===== src/sv/mlpe_pkg.sv =====
package mlpe_pkg;

    localparam int PACKET_BYTES = 15;
    localparam int PKT_IDX_W    = $clog2(PACKET_BYTES);

    // input item kinds (s_tuser)
    typedef enum logic [2:0] {
        OP_RX       = 3'd0,
        OP_TICK     = 3'd1,
        OP_SET_MODE = 3'd2,
        OP_RELATIVE = 3'd3,
        OP_PAUSE    = 3'd4,
        OP_RESUME   = 3'd5
    } op_t;

    // result kinds (m_tuser)
    typedef enum logic [1:0] {
        KIND_TX           = 2'd0,
        KIND_READING      = 2'd1,
        KIND_MODE_DONE    = 2'd2,
        KIND_MODE_TIMEOUT = 2'd3
    } kind_t;

    // configuration register indexes
    typedef enum logic [2:0] {
        CFG_NODATA     = 3'd0,
        CFG_MODE_CMD   = 3'd1,
        CFG_POLL_INTVL = 3'd2,
        CFG_MODE_TMO   = 3'd3,
        CFG_STEP_DELAY = 3'd4
    } cfg_idx_t;

    localparam logic [7:0] START_BYTE  = 8'hA0;
    localparam logic [7:0] ACK_BYTE    = 8'hDD;
    localparam logic [7:0] POLL_BYTE0  = 8'h01;
    localparam logic [7:0] POLL_BYTE1  = 8'h0F;
    localparam logic [7:0] REL_CODE    = 8'hF3;
    localparam logic [7:0] GROUP_MASK  = 8'hF0;
    localparam logic [7:0] ASCII_ZERO  = 8'h30;
    localparam logic [7:0] ASCII_NINE  = 8'h39;

    localparam logic [2:0] PFX_NONE  = 3'd0;
    localparam logic [2:0] PFX_MICRO = 3'd1;
    localparam logic [2:0] PFX_MILLI = 3'd2;
    localparam logic [2:0] PFX_KILO  = 3'd3;
    localparam logic [2:0] PFX_MEGA  = 3'd4;
    localparam logic [2:0] PFX_NANO  = 3'd5;
    localparam logic [2:0] PFX_BEEP  = 3'd6;

    localparam logic [2:0] UNIT_DEGF    = 3'd0;
    localparam logic [2:0] UNIT_DEGC    = 3'd1;
    localparam logic [2:0] UNIT_FARAD   = 3'd2;
    localparam logic [2:0] UNIT_OHM     = 3'd3;
    localparam logic [2:0] UNIT_AMP     = 3'd4;
    localparam logic [2:0] UNIT_VOLT    = 3'd5;
    localparam logic [2:0] UNIT_UNKNOWN = 3'd6;

    typedef struct packed {
        logic        ok;
        logic [13:0] magnitude;
        logic [1:0]  frac_digits;
        logic        negative;
        logic [2:0]  prefix;
        logic [2:0]  unit;
        logic [3:0]  flags;
    } reading_t;

    typedef struct packed {
        kind_t       kind;
        logic [7:0]  tx_byte;
        logic [13:0] magnitude;
        logic [1:0]  frac_digits;
        logic        negative;
        logic [2:0]  prefix;
        logic [2:0]  unit;
        logic [3:0]  flags;
        logic        last;
    } res_t;

    function automatic res_t make_res(kind_t kind, logic [7:0] tx_byte);
        res_t r;
        r         = '0;
        r.kind    = kind;
        r.tx_byte = tx_byte;
        return r;
    endfunction

endpackage


===== src/sv/mlpe_decode.sv =====
module mlpe_decode
    import mlpe_pkg::*;
(
    input  logic [7:0] pkt [PACKET_BYTES],
    output reading_t   rd
);

    logic [3:0]  dig [4];
    logic [3:0]  dig_ok;
    logic [7:0]  dp_byte;
    logic [7:0]  acdc;
    logic [7:0]  mult;
    logic [7:0]  units;

    always_comb
    begin
        for (int i = 0; i < 4; i++)
        begin
            dig_ok[i] = (pkt[2 + i] >= ASCII_ZERO) && (pkt[2 + i] <= ASCII_NINE);
            dig[i]    = pkt[2 + i][3:0];
        end
    end

    assign dp_byte = pkt[7];
    assign acdc    = pkt[8];
    assign mult    = pkt[10];
    assign units   = pkt[11];

    always_comb
    begin
        rd           = '0;
        rd.ok        = &dig_ok;
        rd.magnitude = 14'(dig[0] * 14'd1000) + 14'(dig[1] * 14'd100)
                     + 14'(dig[2] * 14'd10) + 14'(dig[3]);
        rd.negative  = pkt[1][2];

        // decimal point position byte, offset from ASCII zero
        priority if (dp_byte == ASCII_ZERO + 8'd1)
            rd.frac_digits = 2'd3;
        else if (dp_byte >= ASCII_ZERO + 8'd2 && dp_byte <= ASCII_ZERO + 8'd3)
            rd.frac_digits = 2'd2;
        else if (dp_byte >= ASCII_ZERO + 8'd4 && dp_byte <= ASCII_ZERO + 8'd7)
            rd.frac_digits = 2'd1;
        else
            rd.frac_digits = 2'd0;

        priority if (mult == 8'h80)
            rd.prefix = PFX_MICRO;
        else if (mult == 8'h40)
            rd.prefix = PFX_MILLI;
        else if (mult == 8'h20)
            rd.prefix = PFX_KILO;
        else if (mult == 8'h10)
            rd.prefix = PFX_MEGA;
        else if (mult == 8'h08)
            rd.prefix = PFX_BEEP;
        else if (pkt[9][1])
            rd.prefix = PFX_NANO;
        else
            rd.prefix = PFX_NONE;

        priority if (units == 8'h01)
            rd.unit = UNIT_DEGF;
        else if (units == 8'h02)
            rd.unit = UNIT_DEGC;
        else if (units == 8'h04)
            rd.unit = UNIT_FARAD;
        else if (units == 8'h20)
            rd.unit = UNIT_OHM;
        else if (units == 8'h40)
            rd.unit = UNIT_AMP;
        else if (units == 8'h80)
            rd.unit = UNIT_VOLT;
        else
            rd.unit = UNIT_UNKNOWN;

        // relative, auto, DC, AC
        rd.flags = {acdc[2], acdc[5], acdc[4], acdc[3]};
    end

endmodule


===== src/sv/meter_link_protocol_engine.sv =====
// Channel   Dir  Transaction                  Payload
// s_*       in   rx byte / tick / command     tuser = mode, tdata = rx_byte, mode_code
// m_*       out  tx byte or event             tuser = kind, tdata = result fields, tlast
// cfg_*     in   register write               cfg_index, cfg_data
//
// An accepted item waits in the input register, then is processed combinationally
// into a two-entry result buffer once the buffer is empty or popping its last result.
// The buffer drains one result per cycle while m_tready is high; poll, relative and
// mode step items give two results. Reset clears all control state but not the
// packet store, which may still hold bytes of earlier packets. m_tready low holds
// the buffer and, once the input register is full, drops s_tready.
module meter_link_protocol_engine
    import mlpe_pkg::*;
(
    input  logic        clk,
    input  logic        rst_n,

    input  logic        s_tvalid,
    output logic        s_tready,
    input  logic [15:0] s_tdata,   // [7:0] rx_byte, [15:8] mode_code
    input  logic [2:0]  s_tuser,   // [2:0] mode

    output logic        m_tvalid,
    input  logic        m_tready,
    output logic [39:0] m_tdata,   // [7:0] tx_byte, [21:8] magnitude, [23:22] frac_digits,
                                   // [24] negative, [27:25] prefix, [30:28] unit,
                                   // [34:31] flags, [39:35] zero
    output logic [1:0]  m_tuser,   // [1:0] kind
    output logic        m_tlast,

    input  logic        cfg_valid,
    output logic        cfg_ready,
    input  logic [2:0]  cfg_index,
    input  logic [15:0] cfg_data
);

    typedef enum logic [1:0] {
        ST_POLL,
        ST_WAIT,
        ST_MODE,
        ST_DELAY
    } state_t;

    typedef struct packed {
        logic [2:0] mode;
        logic [7:0] rx_byte;
        logic [7:0] mode_code;
    } in_item_t;

    // configuration
    logic [7:0]  nodata_reg;
    logic [7:0]  mode_cmd_reg;
    logic [15:0] poll_interval_reg;
    logic [15:0] mode_timeout_reg;
    logic [15:0] step_delay_reg;

    // input register
    logic        in_valid_reg;
    in_item_t    in_reg;

    // link state
    state_t                 state_reg,        state_next;
    logic [PKT_IDX_W-1:0]   byte_count_reg,   byte_count_next;
    logic [7:0]             target_reg,       target_next;
    logic [3:0]             sub_step_reg,     sub_step_next;
    logic                   poll_running_reg, poll_running_next;
    logic [15:0]            poll_ticks_reg,   poll_ticks_next;
    logic [15:0]            stage_ticks_reg,  stage_ticks_next;

    logic [7:0]  store_reg [PACKET_BYTES];
    logic        store_we;
    logic [7:0]  pkt_view [PACKET_BYTES];
    reading_t    rd;

    // result buffer
    res_t        res_reg [2];
    logic [1:0]  res_cnt_reg;
    res_t        res_new [2];
    logic [1:0]  res_k;

    logic        proc_fire;
    logic        pop;
    logic        pkt_final;
    logic [15:0] poll_inc;
    logic [15:0] stage_inc;
    logic [7:0]  step_code;

    function automatic logic [7:0] cur_code(logic [7:0] target, logic [3:0] sub);
        if ((target & GROUP_MASK) == GROUP_MASK)
            return target;
        else
            return {target[7:4], sub};
    endfunction

    assign cfg_ready = 1'b1;
    assign pop       = m_tvalid && m_tready;
    assign proc_fire = in_valid_reg
                    && ((res_cnt_reg == 2'd0) || ((res_cnt_reg == 2'd1) && m_tready));
    assign s_tready  = !in_valid_reg || proc_fire;

    assign m_tvalid = (res_cnt_reg != 2'd0);
    assign m_tuser  = res_reg[0].kind;
    assign m_tlast  = res_reg[0].last;
    assign m_tdata  = {5'd0, res_reg[0].flags, res_reg[0].unit, res_reg[0].prefix,
                       res_reg[0].negative, res_reg[0].frac_digits,
                       res_reg[0].magnitude, res_reg[0].tx_byte};

    assign poll_inc  = (poll_ticks_reg == 16'hFFFF) ? poll_ticks_reg : poll_ticks_reg + 16'd1;
    assign stage_inc = (stage_ticks_reg == 16'hFFFF) ? stage_ticks_reg : stage_ticks_reg + 16'd1;
    assign step_code = cur_code(target_reg, sub_step_reg);
    assign pkt_final = (byte_count_reg == PKT_IDX_W'(PACKET_BYTES - 1));

    // current byte merged over the store so the last byte decodes in the same cycle
    always_comb
    begin
        for (int i = 0; i < PACKET_BYTES; i++)
            pkt_view[i] = (byte_count_reg == PKT_IDX_W'(i)) ? in_reg.rx_byte : store_reg[i];
    end

    mlpe_decode u_decode (
        .pkt (pkt_view),
        .rd  (rd)
    );

    always_comb
    begin
        state_next        = state_reg;
        byte_count_next   = byte_count_reg;
        target_next       = target_reg;
        sub_step_next     = sub_step_reg;
        poll_running_next = poll_running_reg;
        poll_ticks_next   = poll_ticks_reg;
        stage_ticks_next  = stage_ticks_reg;
        store_we          = 1'b0;
        res_new[0]        = '0;
        res_new[1]        = '0;
        res_k             = 2'd0;

        if (proc_fire)
        begin
            unique case (op_t'(in_reg.mode))
                OP_RX:
                begin
                    if (state_reg == ST_MODE)
                    begin
                        if (in_reg.rx_byte == ACK_BYTE)
                        begin
                            stage_ticks_next = '0;
                            if (step_code == target_reg)
                            begin
                                state_next        = ST_POLL;
                                poll_running_next = 1'b1;
                                poll_ticks_next   = '0;
                                res_new[res_k[0]] = make_res(KIND_MODE_DONE, 8'd0);
                                res_k             = res_k + 2'd1;
                            end
                            else
                            begin
                                sub_step_next = sub_step_reg + 4'd1;
                                state_next    = ST_DELAY;
                            end
                        end
                    end
                    else if (state_reg != ST_DELAY)
                    begin
                        if (byte_count_reg == '0)
                        begin
                            priority if (in_reg.rx_byte == nodata_reg)
                                state_next = ST_POLL;
                            else if (in_reg.rx_byte == START_BYTE)
                            begin
                                store_we        = 1'b1;
                                byte_count_next = PKT_IDX_W'(1);
                            end
                            else
                                state_next = state_reg;
                        end
                        else
                        begin
                            store_we = 1'b1;
                            if (pkt_final)
                            begin
                                byte_count_next = '0;
                                state_next      = ST_POLL;
                                if (rd.ok)
                                begin
                                    res_new[res_k[0]]             = make_res(KIND_READING, 8'd0);
                                    res_new[res_k[0]].magnitude   = rd.magnitude;
                                    res_new[res_k[0]].frac_digits = rd.frac_digits;
                                    res_new[res_k[0]].negative    = rd.negative;
                                    res_new[res_k[0]].prefix      = rd.prefix;
                                    res_new[res_k[0]].unit        = rd.unit;
                                    res_new[res_k[0]].flags       = rd.flags;
                                    res_k                         = res_k + 2'd1;
                                end
                            end
                            else
                                byte_count_next = byte_count_reg + PKT_IDX_W'(1);
                        end
                    end
                end
                OP_TICK:
                begin
                    priority if (poll_running_reg
                                 && (state_reg == ST_POLL || state_reg == ST_WAIT))
                    begin
                        poll_ticks_next = poll_inc;
                        if (poll_inc >= poll_interval_reg)
                        begin
                            poll_ticks_next = '0;
                            if (state_reg == ST_WAIT)
                                byte_count_next = '0;
                            state_next = ST_WAIT;
                            res_new[0] = make_res(KIND_TX, POLL_BYTE0);
                            res_new[1] = make_res(KIND_TX, POLL_BYTE1);
                            res_k      = 2'd2;
                        end
                    end
                    else if (state_reg == ST_MODE)
                    begin
                        stage_ticks_next = stage_inc;
                        if (stage_inc >= mode_timeout_reg)
                        begin
                            stage_ticks_next  = '0;
                            state_next        = ST_POLL;
                            poll_running_next = 1'b1;
                            poll_ticks_next   = '0;
                            res_new[0]        = make_res(KIND_MODE_TIMEOUT, 8'd0);
                            res_k             = 2'd1;
                        end
                    end
                    else if (state_reg == ST_DELAY)
                    begin
                        stage_ticks_next = stage_inc;
                        if (stage_inc >= step_delay_reg)
                        begin
                            stage_ticks_next = '0;
                            state_next       = ST_MODE;
                            res_new[0]       = make_res(KIND_TX, mode_cmd_reg);
                            res_new[1]       = make_res(KIND_TX, step_code);
                            res_k            = 2'd2;
                        end
                    end
                    else
                        state_next = state_reg;
                end
                OP_SET_MODE:
                begin
                    if (state_reg == ST_POLL || state_reg == ST_WAIT)
                    begin
                        poll_running_next = 1'b0;
                        byte_count_next   = '0;
                        sub_step_next     = '0;
                        target_next       = in_reg.mode_code;
                        stage_ticks_next  = '0;
                        state_next        = ST_MODE;
                        res_new[0]        = make_res(KIND_TX, mode_cmd_reg);
                        res_new[1]        = make_res(KIND_TX, cur_code(in_reg.mode_code, 4'd0));
                        res_k             = 2'd2;
                    end
                end
                OP_RELATIVE:
                begin
                    if (state_reg == ST_POLL)
                    begin
                        res_new[0] = make_res(KIND_TX, mode_cmd_reg);
                        res_new[1] = make_res(KIND_TX, REL_CODE);
                        res_k      = 2'd2;
                    end
                end
                OP_PAUSE:
                begin
                    poll_running_next = 1'b0;
                    byte_count_next   = '0;
                    stage_ticks_next  = '0;
                    state_next        = ST_POLL;
                end
                OP_RESUME:
                begin
                    stage_ticks_next  = '0;
                    state_next        = ST_POLL;
                    poll_running_next = 1'b1;
                    poll_ticks_next   = '0;
                end
                default:
                begin
                    state_next = state_reg;
                end
            endcase

            if (res_k != 2'd0)
                res_new[1'(res_k - 2'd1)].last = 1'b1;
        end
    end

    always_ff @(posedge clk)
    begin
        if (store_we)
            store_reg[byte_count_reg] <= in_reg.rx_byte;
    end

    always_ff @(posedge clk or negedge rst_n)
    begin
        if (!rst_n)
        begin
            nodata_reg        <= 8'd0;
            mode_cmd_reg      <= 8'd0;
            poll_interval_reg <= 16'd200;
            mode_timeout_reg  <= 16'd500;
            step_delay_reg    <= 16'd50;
            in_valid_reg      <= 1'b0;
            in_reg            <= '0;
            state_reg         <= ST_POLL;
            byte_count_reg    <= '0;
            target_reg        <= '0;
            sub_step_reg      <= '0;
            poll_running_reg  <= 1'b1;
            poll_ticks_reg    <= '0;
            stage_ticks_reg   <= '0;
            res_reg[0]        <= '0;
            res_reg[1]        <= '0;
            res_cnt_reg       <= 2'd0;
        end
        else
        begin
            if (cfg_valid && cfg_ready)
            begin
                unique case (cfg_idx_t'(cfg_index))
                    CFG_NODATA:     nodata_reg        <= cfg_data[7:0];
                    CFG_MODE_CMD:   mode_cmd_reg      <= cfg_data[7:0];
                    CFG_POLL_INTVL: poll_interval_reg <= cfg_data;
                    CFG_MODE_TMO:   mode_timeout_reg  <= cfg_data;
                    CFG_STEP_DELAY: step_delay_reg    <= cfg_data;
                    default:        nodata_reg        <= nodata_reg;
                endcase
            end

            if (s_tvalid && s_tready)
            begin
                in_valid_reg     <= 1'b1;
                in_reg.mode      <= s_tuser;
                in_reg.rx_byte   <= s_tdata[7:0];
                in_reg.mode_code <= s_tdata[15:8];
            end
            else if (proc_fire)
                in_valid_reg <= 1'b0;

            state_reg        <= state_next;
            byte_count_reg   <= byte_count_next;
            target_reg       <= target_next;
            sub_step_reg     <= sub_step_next;
            poll_running_reg <= poll_running_next;
            poll_ticks_reg   <= poll_ticks_next;
            stage_ticks_reg  <= stage_ticks_next;

            // processing only starts once the buffer is drained this cycle
            if (proc_fire)
            begin
                res_reg[0]  <= res_new[0];
                res_reg[1]  <= res_new[1];
                res_cnt_reg <= res_k;
            end
            else if (pop)
            begin
                res_reg[0]  <= res_reg[1];
                res_cnt_reg <= res_cnt_reg - 2'd1;
            end
        end
    end

    a_res_cnt_range: assert property (@(posedge clk) disable iff (!rst_n)
        res_cnt_reg != 2'd3)
        else $error("result buffer count out of range");

    a_proc_drained: assert property (@(posedge clk) disable iff (!rst_n)
        proc_fire |-> (res_cnt_reg == 2'd0 || (res_cnt_reg == 2'd1 && m_tready)))
        else $error("item processed over undelivered results");

    a_first_not_last: assert property (@(posedge clk) disable iff (!rst_n)
        res_cnt_reg == 2'd2 |-> !res_reg[0].last)
        else $error("first of two results marked last");

    a_packet_in_poll: assert property (@(posedge clk) disable iff (!rst_n)
        byte_count_reg != '0 |-> (state_reg == ST_POLL || state_reg == ST_WAIT))
        else $error("partial packet held during a mode change");

    a_poll_timer_idle: assert property (@(posedge clk) disable iff (!rst_n)
        poll_running_reg |-> (state_reg == ST_POLL || state_reg == ST_WAIT))
        else $error("poll timer running during a mode change");

endmodule


===== config.mk =====
export PLATFORM = sky130hd
export DESIGN_NAME = meter_link_protocol_engine
export DESIGN_NICKNAME = d
export VERILOG_FILES = /design/src/sv/mlpe_pkg.sv /design/src/sv/mlpe_decode.sv /design/src/sv/meter_link_protocol_engine.sv
export SDC_FILE = /design/constraint.sdc
export NUM_CORES = 1
export LEC_CHECK = 0
export ABC_AREA = 1
export BUFFER_PORTS_ARGS = -buffer_cell sky130_fd_sc_hd__buf_2
export CORE_MARGIN = 4
export CORE_UTILIZATION = 66
export DETAILED_ROUTE_END_ITERATION = 10
export GPL_ROUTABILITY_DRIVEN = 1
export GPL_TIMING_DRIVEN = 1
export PLACE_DENSITY = 0.85
export SYNTH_ARGS = -nofsm -noshare
export SYNTH_HDL_FRONTEND = slang
export SYNTH_SLANG_ARGS = --single-unit

===== constraint.sdc =====
create_clock -name clk -period 16 [get_ports clk]
set_input_delay 3.2 -clock clk [delete_from_list [all_inputs] [get_ports clk]]
set_output_delay 3.2 -clock clk [all_outputs]
set_load 0.005 [all_outputs]

Yosys cells after proc, flatten, opt, wreduce, memory -nomap -nowiden --
Memories as Yosys holds them, arrays and structs flattened. Cells that the tools add are included.
Storage, ports and cells: bits in registers 213, RAM bits 120, input port bits 43, output and inout port bits 46, word-level logic and storage cells 321, memories kept 1
Operators by class: $add $sub $neg 9, multipliers 3, magnitude comparators 17, equality and inequality tests 71, multiplexer cells 140, bitwise gates (word level) 1, reductions and logical operators 44
Memories:
- store_reg | words 15, bits a word 8, rd ports 10, clocked after Yosys merged registers in 0, wr ports 1, RTL line meter_link_protocol_engine.sv:70 | logic [7:0] store_reg [PACKET_BYTES];
Operator list (count):
- two-way mux 38 bit | 10
- two-way mux 74 bit | 4
- two-way mux 16 bit | 17
- two-way mux 76 bit | 2
- one-hot mux 38 bit (4 select lines) | 1
- two-way mux 37 bit | 4
- one-hot mux 38 bit (3 select lines) | 1
- bitwise mux 76 bit | 1
- two-way mux 67 bit | 1
- one-hot mux 16 bit (4 select lines) | 1
- two-way mux 4 bit | 15
- two-way mux 2 bit | 29
- two-way mux 8 bit | 7
- >= comparator 16 bit | 3
- >= comparator 8 x 6 -> 1 bit (second input constant) | 6
- <= comparator 8 x 6 -> 1 bit (second input constant) | 6
- one-hot mux 16 bit (3 select lines) | 1
- demux 38 bit (select 1 bit) | 1
- two-way mux 3 bit | 12
- adder 16 x 1 -> 16 bit (second input constant) | 2
- equality test 16 bit (second input constant) | 2
- equality test 8 bit (second input constant) | 4
- equality test 4 bit (second input constant) | 7
- inequality test 2 bit (second input constant) | 14
- other kinds (55) | 134

Depth between registers and ports, before layout --
Gate-level depths: netlist (run 1).
depth in word-level cells 21, depth in mapped cells 29, mapped depth without buffers 28

Modules after synthesis --
From an unflattened synthesis (run 1), not the netlist that was laid out.
Unflattened totals: cell total of the unflattened synthesis 2042, area, all modules 17555.6 um^2
By module, submodules not included:
- meter_link_protocol_engine | instances 1, cells each 1718, area an instance 15334.7 um^2, seq. area each 8224.1 um^2
- mlpe_decode | instances 1, cells each 324, area an instance 2220.9 um^2, seq. area each 0.0 um^2

Worst setup path before layout (run 1) --
Ideal clock, no wire load.
kind input-to-output, start input port m_tready, end output port s_tready, arrival 3.458 ns, required time 12.800 ns, slack 9.342 ns, stages on the path 2, path buffers 0, cells stage by stage a21oi_1 > nand2_1
Between the ends: word-level cells in the longest chain between the ends 4
Ends and longest elaborated chain:
- start, declared | RTL line meter_link_protocol_engine.sv:24 | input logic m_tready,
- logical AND 1 bit | RTL line meter_link_protocol_engine.sv:98 | && ((res_cnt_reg == 2'd0) || ((res_cnt_reg == 2'd1) && m_tready));
- logical OR 1 bit | RTL line meter_link_protocol_engine.sv:98
- logical AND 1 bit | RTL line meter_link_protocol_engine.sv:98
- logical OR 1 bit | RTL line meter_link_protocol_engine.sv:99 | assign s_tready = !in_valid_reg || proc_fire;
- end, declared | RTL line meter_link_protocol_engine.sv:19 | output logic s_tready,
Every way passes these cells.

Worst setup path after layout (run 1) --
Ends and elaborated chain as after synthesis.

==> results.txt, run 1 <==
* Outcome: finished, final reports clean
- Commonest cells post-synth: sky130_fd_sc_hd__nand2_1 (435), sky130_fd_sc_hd__inv_1 (262), sky130_fd_sc_hd__o21ai_0 (176)
- In this run the tightest slew margin relative to its limit is 23.87%.
- In the post-synthesis netlist, the biggest area contributors are sky130_fd_sc_hd__dfrtp_1 (28%), sky130_fd_sc_hd__edfxtp_1 (12%), sky130_fd_sc_hd__nand2_1 (11%).
- In this run the critical register-to-register path is captured at m_tdata[21].
- In the synthesized netlist the async set-or-reset flop fraction comes to 74.80%.
- CTS saw 246 sinks.
* Longest Clk Path Bufs: 3
* Number of antenna violations at the first check in global routing: 0
- Reg-to-Reg Start: in_reg[10]
* P_leak: 8.104 nW
- The path class of the tightest hold or removal check is reg -> reg.
* Clock insertion delay at the later pin of the skew report: 0.53 ns
- After synthesis, the largest area contributor takes up 28.47% of total cell area.
- Kind of start point of the critical path: input pin
- Max Clock Freq: 144.1 MHz
* Post-detailed-placement half-perimeter wirelength: 24.63 mm
- Setup TNS: 0 ns
- Buffer count from post-CTS setup fixing: 0
* Setup slack on the worst flop-to-flop path: 10.34 ns
- Largest voltage drop on the vdd net: 0.2691 mV
- Worst path arrival time: 3.74 ns
- For this run, the register share of the synthesized area comes to 43.14%.
- Clock Pin Slew Worst Setup and Hold Paths: 0.06 ns
- Between clock sinks in the finished design, the worst skew comes to 0.01049 ns.
- Port buffering added 82 buffers.
- Setup violations remaining at the end of the flow were counted as 0.
- In this run, CTS created clock tree buffers numbering 26.
- Number of unique standard cell types used by synthesis: 50
* Slowest cell on the critical path: sky130_fd_sc_hd__a21oi_1
- Final slew viol count: 0
- In the final layout, the multi-input gates occupy 7010 um^2.
- Of the available clock period, the critical path in the final layout requires 43.39%.
- Along the worst path, the maximum fanout reaches 3.
* Htree depth: 1
- Critical path's most frequent cell: sky130_fd_sc_hd__buf_2
- Core Region: 22090 um^2
* Leading register cell type out of synthesis: sky130_fd_sc_hd__dfrtp_1
- Wire length of the first global-routing pass: 57.68 mm
* Net count of the finished layout: 2047
* Area taken by flip-flops and latches: 6482 um^2
- Post-Syn Area per Cell: 8.141 um^2
- Final cell area excluding filler cells: 16220 um^2
- Cell type group with the largest total delay on the critical path: buffers and inverters
- Of all cell types, the one taking the most synthesized area is sky130_fd_sc_hd__dfrtp_1.
- Buffers inserted to repair hold after CTS numbered 0.
* Clock tree root buffer cell: sky130_fd_sc_hd__clkbuf_16
* Worst hold start: m_tdata[25]
- Cells on worst reg2reg path: 23
- Die Area: 25250 um^2
* Number of inserted filler cells in the final layout: 1622
- Die height: 158.9 um
- Yosys mapped a number of flops with a built-in enable equal to 62.
- The initial utilization of the core area, before any placement, comes to 68.02%.
* Critical path start-end classification: in -> out
* Actual slew at the worst max-slew pin: 1.139 ns
- Routed wire length per instance: 15.85 um
- Vias per Instance: 5.706
* Final weighted congestion of routability-driven global placement: 0.9045
- Type of element capturing the critical path: output pin
* Max Cap Viol: 0
- The detailed router finished its first iteration with 1211 violations.
- After floorplanning, the core was divided into 54 placement rows.
- Hold violation count in the final report: 0
- Post-placement cell area: 15320 um^2
- The number of antenna diodes in the final layout is 0.
- Top Ports: 89
- Number of flip-flops in the largest register: 62
* Netlist area before placement: 15030 um^2
- Required time worst endpoint: 12.80 ns
* Global route total overflow: 0
* Detailed-route wire length: 34.52 mm
- First-pass DRT Iterations: 6
- The number of global-route vias before repair was 11970.
- Critical-path cell list: buf_2, a21oi_1, nand2_1, buf_2
- X dimension of the die: 158.9 um
* Hold depth: 2
- Ratio of total power to cell area: 206.8 nW/um^2
* Layout cells sized above 1: 10.17%
* Detailed-route DRC error count: 0
- The detailed router placed 12430 vias in this run.
- Entering global routing, the biggest net connects 68 pins.
- After clock tree synthesis, the repair step resized 0 gates.
- TritonCTS clock tree: built
- Bufs and invs on worst path: 2
- The routed design could run at a clock period as short as 6.942 ns.
- For this run, the number of Yosys warnings is 0.
- Number of instances in the synthesized netlist: 1846
- The area growth from synthesis to layout is 7.901%.
- Cell with the most instances after synthesis: sky130_fd_sc_hd__nand2_1
* Antenna-violating nets left: 0
- Total Routing Usage GR: 27.15%
- Counting flops and latches in the post-synthesis netlist gives 246.
- Setup repair after global routing left no endpoint under its margin.
* End of the worst hold path: m_tdata[25]
- CP max stage delay: 0.19 ns
-- report_power, final --
group	internal [mW]	leakage, nW	switching [mW]
Combinational	0.663	4.78	1.14
Clock	0.379	0.428	0.256
Sequential	0.788	2.89	0.132
-- kinds of logic after synthesis --
group | share of synthesized area [%]
muxes | 0.2997
other | 0.04997
xor gates and xnor gates | 1.574
AOI/OAI and AO/OA | 12.56
adders and majority gates | 11.34
and+or+nand+nor | 20.72
buffers and inverters | 10.32
DFF | 43.14
-- through the flow --
stage / cells / worst slack (ns) / hold WS, ns / util [%] / total power, mW
after floorplan: 1850 / 9.342 / 0.4431 / - / 2.270
after global placement: 2130 / 9.093 / 0.4594 / 69.33 / 2.599
after detailed placement: 2130 / 9.060 / 0.4643 / 69.33 / 2.687
after CTS: 2178 / 9.055 / 0.4815 / 73.39 / 3.348
after global routing: 2178 / 9.011 / 0.5023 / 73.39 / 3.686
final: 2178 / 9.058 / 0.4778 / 73.39 / 3.354
-- metal layers --
metal,GRT usage (%),part of all wire [%],up-vias
li1,-,-,6045
met1,36.17,42,5837
met2,46.41,48,453
met3,4.121,7.2,93
met4,8.323,3.4,0
met5,0,0,-
-- layout by cell type, fill, tap and decap left out, types with 27 or more instances in the layout --
master,n
sky130_fd_sc_hd__nor2_1,131
sky130_fd_sc_hd__buf_2,81
sky130_fd_sc_hd__ha_1,109
sky130_fd_sc_hd__dfrtp_1,171
sky130_fd_sc_hd__inv_1,262
sky130_fd_sc_hd__o21ai_0,176
sky130_fd_sc_hd__nand2_1,435
sky130_fd_sc_hd__clkbuf_16,27
sky130_fd_sc_hd__nand3_1,91
sky130_fd_sc_hd__edfxtp_1,62
sky130_fd_sc_hd__a21oi_1,84
-- worst max path at each step --
stage | start | to | depth (start not counted)
6_report | m_tready | s_tready | 4
4_1_cts | m_tready | s_tready | 4
2_1_floorplan | m_tready | s_tready | 2
3_3_place_gp | m_tready | s_tready | 4
3_5_place_dp | m_tready | s_tready | 4
5_1_grt | m_tready | s_tready | 4
-- cell type report --
| type | count | share of cell area (%) |
|---|---|---|
| repair buffers | 87 | 2.801 |
| flip-flops and latches | 246 | 39.98 |
| clock inverters | 14 | 1.142 |
| clock buffers | 34 | 4.390 |
| multi-input cells | 1245 | 43.23 |
| well taps | 280 | 2.160 |
| inverters | 272 | 6.296 |
-- tightest hold or removal path, delay by kind of cell, from the launching register on --
kind / cells / cell delay [ns]
DFF: 1 / 0.34
and+or+nand+nor: 2 / 0.10
(Power assumes the default switching activity.)
==> run 2, diff against run 1 <==
- ABC_AREA: 1 -> 0
- CORE_UTILIZATION: 66 -> 62
- PLACE_DENSITY: 0.85 -> 0.81
- clock period: 16 -> 7.2 ns (I/O delays scaled with it)
==> results.txt, run 2 <==
- In this run, the combinational gates consume 26.1% of the power.
- Simple-gate share of the synthesized area: 13.86%
* Number of buffers created by CTS: 27
- Global route total overflow: 0
- Clock tree synthesis found a total of 246 sinks.
- Max Clock Freq: 174.8 MHz
- In this run the worst path has a maximum fanout of 16.
- Slowest cell on the critical path: sky130_fd_sc_hd__fa_1
- Synthesis-stage register bit count: 246
* Antenna-violating nets left: 0
- The run finished with clean final reports.
- Longest Clk Path Bufs: 3
* Gates resized, CTS repair: 0
- First-pass DRT Iterations: 6
* Cells on worst reg2reg path: 19
- The tree is rooted in a sky130_fd_sc_hd__clkbuf_16.
- Xor/xnor share of the synthesized area: 3.574%
- Number of inserted filler cells in the final layout: 1781
- Clock tree skew after final layout: 0.01637 ns
- For this run, the number of standard cells in the final layout without fillers is 1825.
- Of the available clock period, the critical path in the final layout requires 79.47%.
- The design draws 4.541 mW.
* Post-synth EDFFs: 62
- Slew headroom: 20.23%
* Worst hold margin: 0.4759 ns
- The critical path goes through nor4b_4, mux2_2, fa_1, inv_1, fa_1, inv_1, ha_1, a21o_1, a21oi_1, xor2_1, ha_1, ha_1, ha_1, a21oi_1, a21oi_1, a21o_1, a21oi_1, xor2_1, o21ai_1.
* Vias per Instance: 6.049
- Once the floorplan was initialized, standard cells occupied 62.83% of the core.
- Leading register cell type out of synthesis: sky130_fd_sc_hd__dfrtp_1
- Placed cell count: 1775
- Final critical delay including setup and external delays: 5.722 ns
* CP max stage delay: 0.62 ns
* Worst path arrival time: 6.10 ns
- Number of standard-cell rows in the floorplan: 56
* Cell type group with the largest total delay on the critical path: adder cells
- Leaving out fill and tap cells, the most frequent cell in the layout is sky130_fd_sc_hd__dfrtp_1.
- Bufs and invs on worst path: 2
- The analysis attributes to cell leakage a power of 7.236 nW.
- Yosys attributes the largest share of cell area to sky130_fd_sc_hd__dfrtp_1 (29%), sky130_fd_sc_hd__edfxtp_1 (13%), sky130_fd_sc_hd__ha_1 (9.3%).
- Global routing used 25.97% of the available tracks across all layers.
* Via count of the first global-routing pass: 10990
* Compound-Gate Fraction of Synth Area: 13.39%
- The synthesized netlist devotes 11.59% of its cell area to adder and majority cells.
- For this design the ratio of total power to cell area is 283.1 nW/um^2.
- Netlist area before placement: 14700 um^2
- The number of setup buffers added after CTS is 0.
* Die Area: 26240 um^2
* Max Cap Viol: 0
- Final setup vio count: 0
* Critical path start-end classification: reg -> reg
* Kind of start point of the critical path: flip-flop
- For the worst setup path, the data required time is 7.58 ns.
* Post-Syn Area per Cell: 10.13 um^2
- The post-route netlist has 15.80% of its cells at a drive strength greater than 1.
- Switching part of the total power: 34.43%
- Number of instances in the synthesized netlist: 1451
- After synthesis, the share of flip-flops with an asynchronous set or reset is 74.80%.
- Maximum number of pins on one net before global-route repair: 84
- Of the post-synthesis cell area, the dominant cell type holds 29.10%.
- Hold depth: 2
* Share of power burned in registers: 43.5%
* Initial detailed-routing violation count: 925
- In this run the tool buffered the top-level ports with 82 buffer cells.
* Unrepaired setup endpoints after global routing: no
- TritonCTS built the clock tree.
- Clock Pin Slew Worst Setup and Hold Paths: 0.06 ns
- In this run the number of H-tree levels came out at 1.
- For the pin with the worst max-slew slack, the measured transition is 1.187 ns.
- Setup total negative slack on the finished layout was measured at 0 ns.
- Commonest cells post-synth: sky130_fd_sc_hd__dfrtp_1 (171), sky130_fd_sc_hd__nand2_1 (145), sky130_fd_sc_hd__inv_1 (115)
* Largest voltage drop on the vdd net: 0.2826 mV
- Area growth from synthesis to layout: 9.088%
- Hold violation count in the final report: 0
* Relative contribution of the clock network to total power: 30.3%
- Cell with the most instances after synthesis: sky130_fd_sc_hd__dfrtp_1
- The synthesized design spends more area on one cell type than any other, namely sky130_fd_sc_hd__dfrtp_1.
* Detailed-route wire length: 33.98 mm
* Main combinational cell family by area after synthesis: simple AND/OR/NAND/NOR gates
* Sequential cell area fraction in the yosys report: 44.09%
* Hold-fix buffer count after cts: 0
- X dimension of the die: 162.0 um
* Fraction of synthesized area in multiplexers: 6.723%
* Routed wire length per instance: 18.62 um
- Warning count from the yosys run: 0
- Number of antenna repair diodes: 0
- The die is 162.0 um tall.
- Vias after detailed routing: 11040
- The final number of max-transition violations is 0.
- The clock reaches the later pin of the worst-skew pair after 0.55 ns.
- Net switching power: 1.563 mW
* Net count of the finished layout: 1654
- For flop-to-flop paths, the worst setup slack is 1.48 ns.
- The register with the most flip-flops in the layout has 62 of them.
- Worst min-delay path class: reg -> reg
- Final weighted congestion of routability-driven global placement: 0.9178
- Post-detailed-placement half-perimeter wirelength: 24.07 mm
- 89 I/O pins were placed.
- Number of unique standard cell types used by synthesis: 81
* Type of element capturing the critical path: flip-flop
* Wire length of the first global-routing pass: 55.90 mm
- In this run the standard cell core region covers 23400 um^2.
* Number of antenna violations at the first check in global routing: 0
- Leaving out fill and tap cells, the most frequent cells in the layout are sky130_fd_sc_hd__dfrtp_1 (171), sky130_fd_sc_hd__nand2_1 (145), sky130_fd_sc_hd__inv_1 (115).
- Cell-internal power: 2.978 mW
- The critical path crosses 19 cells after its start point.
- Detailed-route DRC error count: 0
run 2: cell count changes in the layout (fill, tap and decap cells not counted), moves of 17 or more:
cell and delta:
sky130_fd_sc_hd__nor2_1 -57, sky130_fd_sc_hd__o21ai_0 -117, sky130_fd_sc_hd__o31ai_1 +17, sky130_fd_sc_hd__inv_1 -147, sky130_fd_sc_hd__a21oi_1 -30, sky130_fd_sc_hd__nand2_1 -290, sky130_fd_sc_hd__mux2_2 +59, sky130_fd_sc_hd__mux2i_1 +19
sky130_fd_sc_hd__nand3_1 -64, sky130_fd_sc_hd__xnor2_1 +22, sky130_fd_sc_hd__o21ai_1 +22
run 2: power by group through the flow:
stage	Sequential [mW]	Clock, mW	Combinational, mW
2_1_floorplan	1.87	0	0.880
3_3_place_gp	1.98	0	1.12
3_5_place_dp	1.99	0	1.16
4_1_cts	1.97	1.39	1.17
5_1_grt	2.01	1.45	1.31
6_report	1.98	1.38	1.19
run 2: cell type report:
class	count	area, um^2	share of cell area, %
Timing Repair Buffer	99	544.3	3.393
Multi-Input combinational cell	996	7283	45.41
Sequential cell	246	6482	40.42
Tap cell	319	399.1	2.488
Inverter	115	431.7	2.691
Clock buffer	38	798.3	4.977
Clock inverter	12	100.1	0.6241
run 2: final timing paths:
kind | startpoint | end
max | byte_count_reg[3] | m_tdata[21]
min | m_tdata[27] | m_tdata[27]
max reg2reg | byte_count_reg[3] | m_tdata[21]
min reg2reg | m_tdata[27] | m_tdata[27]
max in group asynchronous | rst_n | m_tdata[29]
min in group asynchronous | rst_n | step_delay_reg[7]
run 2: stage by stage:
stage               util, %  instance area [um^2]  setup WS [ns]
floorplan                 -                 14720          2.042
global placement      64.70                 15140          1.647
detailed placement    64.70                 15140          1.534
CTS                   68.54                 16040          1.495
global route          68.54                 16040          1.124
finish                68.54                 16040          1.478
run 2: tightest hold or removal path: stages (launching register included):
cell and delay (ns):
sky130_fd_sc_hd__dfrtp_1 0.33, sky130_fd_sc_hd__nand2_1 0.05, sky130_fd_sc_hd__o31ai_1 0.06
run 2: kinds of logic (layout without fill, tap and decap cells):
group / count (synthesis) / count (layout)
simple gates: 410 / 410
compound gates: 304 / 304
flops: 246 / 246
buf+inv: 213 / 264
fa+ha+maj: 126 / 126
mux: 90 / 90
xor+xnor: 60 / 60
other cells: 2 / 6
run 2: layer usage:
| metal | global-route usage [%] | part of all wire, % | wire length, um |
|---|---|---|---|
| met1 | 36.75 | 44 | 14940 |
| met2 | 42.85 | 47 | 16080 |
| met3 | 3.451 | 6.4 | 2164 |
| met4 | 6.767 | 2.3 | 797 |
| met5 | 0 | 0 | 0 |
==> run 3, diff against run 2 <==
- ABC_AREA: 0 -> 1
- clock period: 7.2 -> 6 ns (I/O delays scaled with it)
==> results.txt, run 3 (synthesis results as in run 1) <==
* Final cell area excluding filler cells: 16420 um^2
- Detailed-route wire length: 34.81 mm
- Number of standard-cell rows in the floorplan: 56
- Counting I/O delays and the setup requirement, the final critical path takes 5.291 ns.
* Top Ports: 89
* Clock tree skew after final layout: 0.01449 ns
* Longest Clk Path Bufs: 3
- Detailed placement finished with a half-perimeter wire length of 25.59 mm.
- In this run, CTS created clock tree buffers numbering 28.
- After layout, the worst path uses 88.18% of the clock period.
- In this run the cell area measured after placement is 15400 um^2.
* Layout cells sized above 1: 10.71%
- Number of clock sinks: 246
* First-pass DRT Iterations: 5
- Timing analysis after detailed placement gives a worst setup slack of 0.7886 ns.
- The worst setup path is of the reg -> reg kind.
- Leaving out fill and tap cells, the most frequent cells in the layout are sky130_fd_sc_hd__nand2_1 (435), sky130_fd_sc_hd__inv_1 (262), sky130_fd_sc_hd__o21ai_0 (176).
* Htree depth: 1
- Gates resized, CTS repair: 0
* Number of antenna repair diodes: 0
- The number of global-route vias before repair is 11870.
* Worst path arrival time: 5.72 ns
* Number of antenna violations at the first check in global routing: 0
- Entering global routing, the biggest net connects 102 pins.
- Hold violation count in the final report: 0
- The count of nets left with antenna violations once routing finished came out at 0.
- The register with the most flip-flops in the layout has 62 of them.
* Die height: 163.7 um
- The worst setup path is captured at a flip-flop.
- Final setup vio count: 0
* Starting density of the core: 63.46%
* Largest voltage drop on the vdd net: 0.7831 mV
- Total Routing Usage GR: 26.12%
- Dividing the detail-routed wire length by the instance count gives 15.65 um.
- In this design, the stage delay of the slowest critical-path cell is 0.58 ns.
- Unrepaired setup endpoints after global routing: no
- Counting instances, the worst hold path has a depth of 2.
- For this design the ratio of total power to cell area is 552.0 nW/um^2.
* Buffer count from post-CTS setup fixing: 0
- Kind of start point of the critical path: flip-flop
- Core Region: 23680 um^2
- After clock tree synthesis, the clock-pin slew on the worst setup and hold paths is 0.06 ns.
- Buffers inserted to repair hold after CTS numbered 0.
- The tool flagged a number of max-cap violations equal to 0.
* Buffers on Ports: 82
* Actual slew at the worst max-slew pin: 1.161 ns
- Biggest fanout along the worst timing path: 11
* Min setup slack post-route: 0.7090 ns
- Detailed-route DRC error count: 0
* Global route total overflow: 0
- On the critical path, the stage with the largest delay is an instance of sky130_fd_sc_hd__fa_1.
- Vias per Instance: 5.589
- Setup TNS: 0 ns
* Wire length of the first global-routing pass: 57.62 mm
* Worst min-delay path class: reg -> reg
* TritonCTS clock tree: built
- The detailed router finished its first iteration with 1084 violations.
* Slew headroom: 22.39%
* Clock tree root buffer cell: sky130_fd_sc_hd__clkbuf_16
- Net count of the finished layout: 2052
- Die Area: 26790 um^2
* Outcome: finished, final reports clean
* Most common cell after layout, fill and taps aside: sky130_fd_sc_hd__nand2_1
- For this block, the via count after detailed routing is 12430.
- The worst register-to-register path has a depth of 28.
- Among the stages of the critical path, the cell type that occurs most often is sky130_fd_sc_hd__nand2_1.
- P_leak: 8.200 nW
- Required time worst endpoint: 6.43 ns
* X dimension of the die: 163.7 um
- Timing would allow up to 189.0 MHz.
* Final weighted congestion of routability-driven global placement: 0.9370
- Final slew viol count: 0
- Clock insertion delay at the later pin of the skew report: 0.54 ns
* Area growth from synthesis to layout: 9.283%
[run 3: path summary, 6_finish.rpt]
kind,startpoint,end,slack [ns]
worst max-delay path,byte_count_reg[1],m_tdata[21],0.71
worst min-delay path,m_tdata[25],m_tdata[25],0.47
max in group asynchronous,rst_n,poll_interval_reg[6],4.18
worst min register to register,m_tdata[25],m_tdata[25],0.47
min in group asynchronous,rst_n,m_tdata[20],0.73
worst max register to register,byte_count_reg[1],m_tdata[21],0.71
[run 3: area by class of cell]
| cell class | count | area [um^2] |
|---|---|---|
| clock inverter | 15 | 161.4 |
| sequential | 246 | 6482 |
| fill | 1893 | 7259 |
| inverter | 272 | 1021 |
| timing repair buffer | 90 | 489.2 |
| clock buffer | 37 | 859.6 |
| tap | 319 | 399.1 |
| multi-input combinational | 1245 | 7010 |
[run 3: where the power goes]
part	switching [mW]	total, mW	internal [mW]	leakage, nW
Combinational	3.03	4.82	1.79	4.80
Clock	0.695	1.83	1.14	0.505
Sequential	0.316	2.42	2.10	2.89
Total	4.04	9.07	5.03	8.20
[run 3: worst max-delay path, delay by kind of cell, from the launching register on]
kind / cells / cell delay (ns)
adders and majority gates: 6 / 2.35
and+or+nand+nor: 9 / 0.86
AOI/OAI and AO/OA: 6 / 0.76
buffers and inverters: 6 / 0.54
DFF: 1 / 0.48
xor gates and xnor gates: 1 / 0.17
[run 3: metrics by stage]
| step | hold WS, ns | cells | util, % | total power, mW |
|---|---|---|---|---|
| floorplan | 0.4431 | 1850 | - | 6.054 |
| global placement | 0.4569 | 2172 | 65.04 | 6.977 |
| detailed placement | 0.4606 | 2172 | 65.04 | 7.148 |
| CTS | 0.4772 | 2224 | 69.35 | 9.070 |
| global route | 0.5011 | 2224 | 69.35 | 9.935 |
| finish | 0.4737 | 2224 | 69.35 | 9.066 |
[run 3: metal layers]
metal	up-vias	wire length [um]	GRT usage (%)
li1	6059	-	-
met1	5892	15280	36.69
met2	412	16170	43.16
met3	66	2463	3.739
met4	0	901	6.710
met5	-	0	0
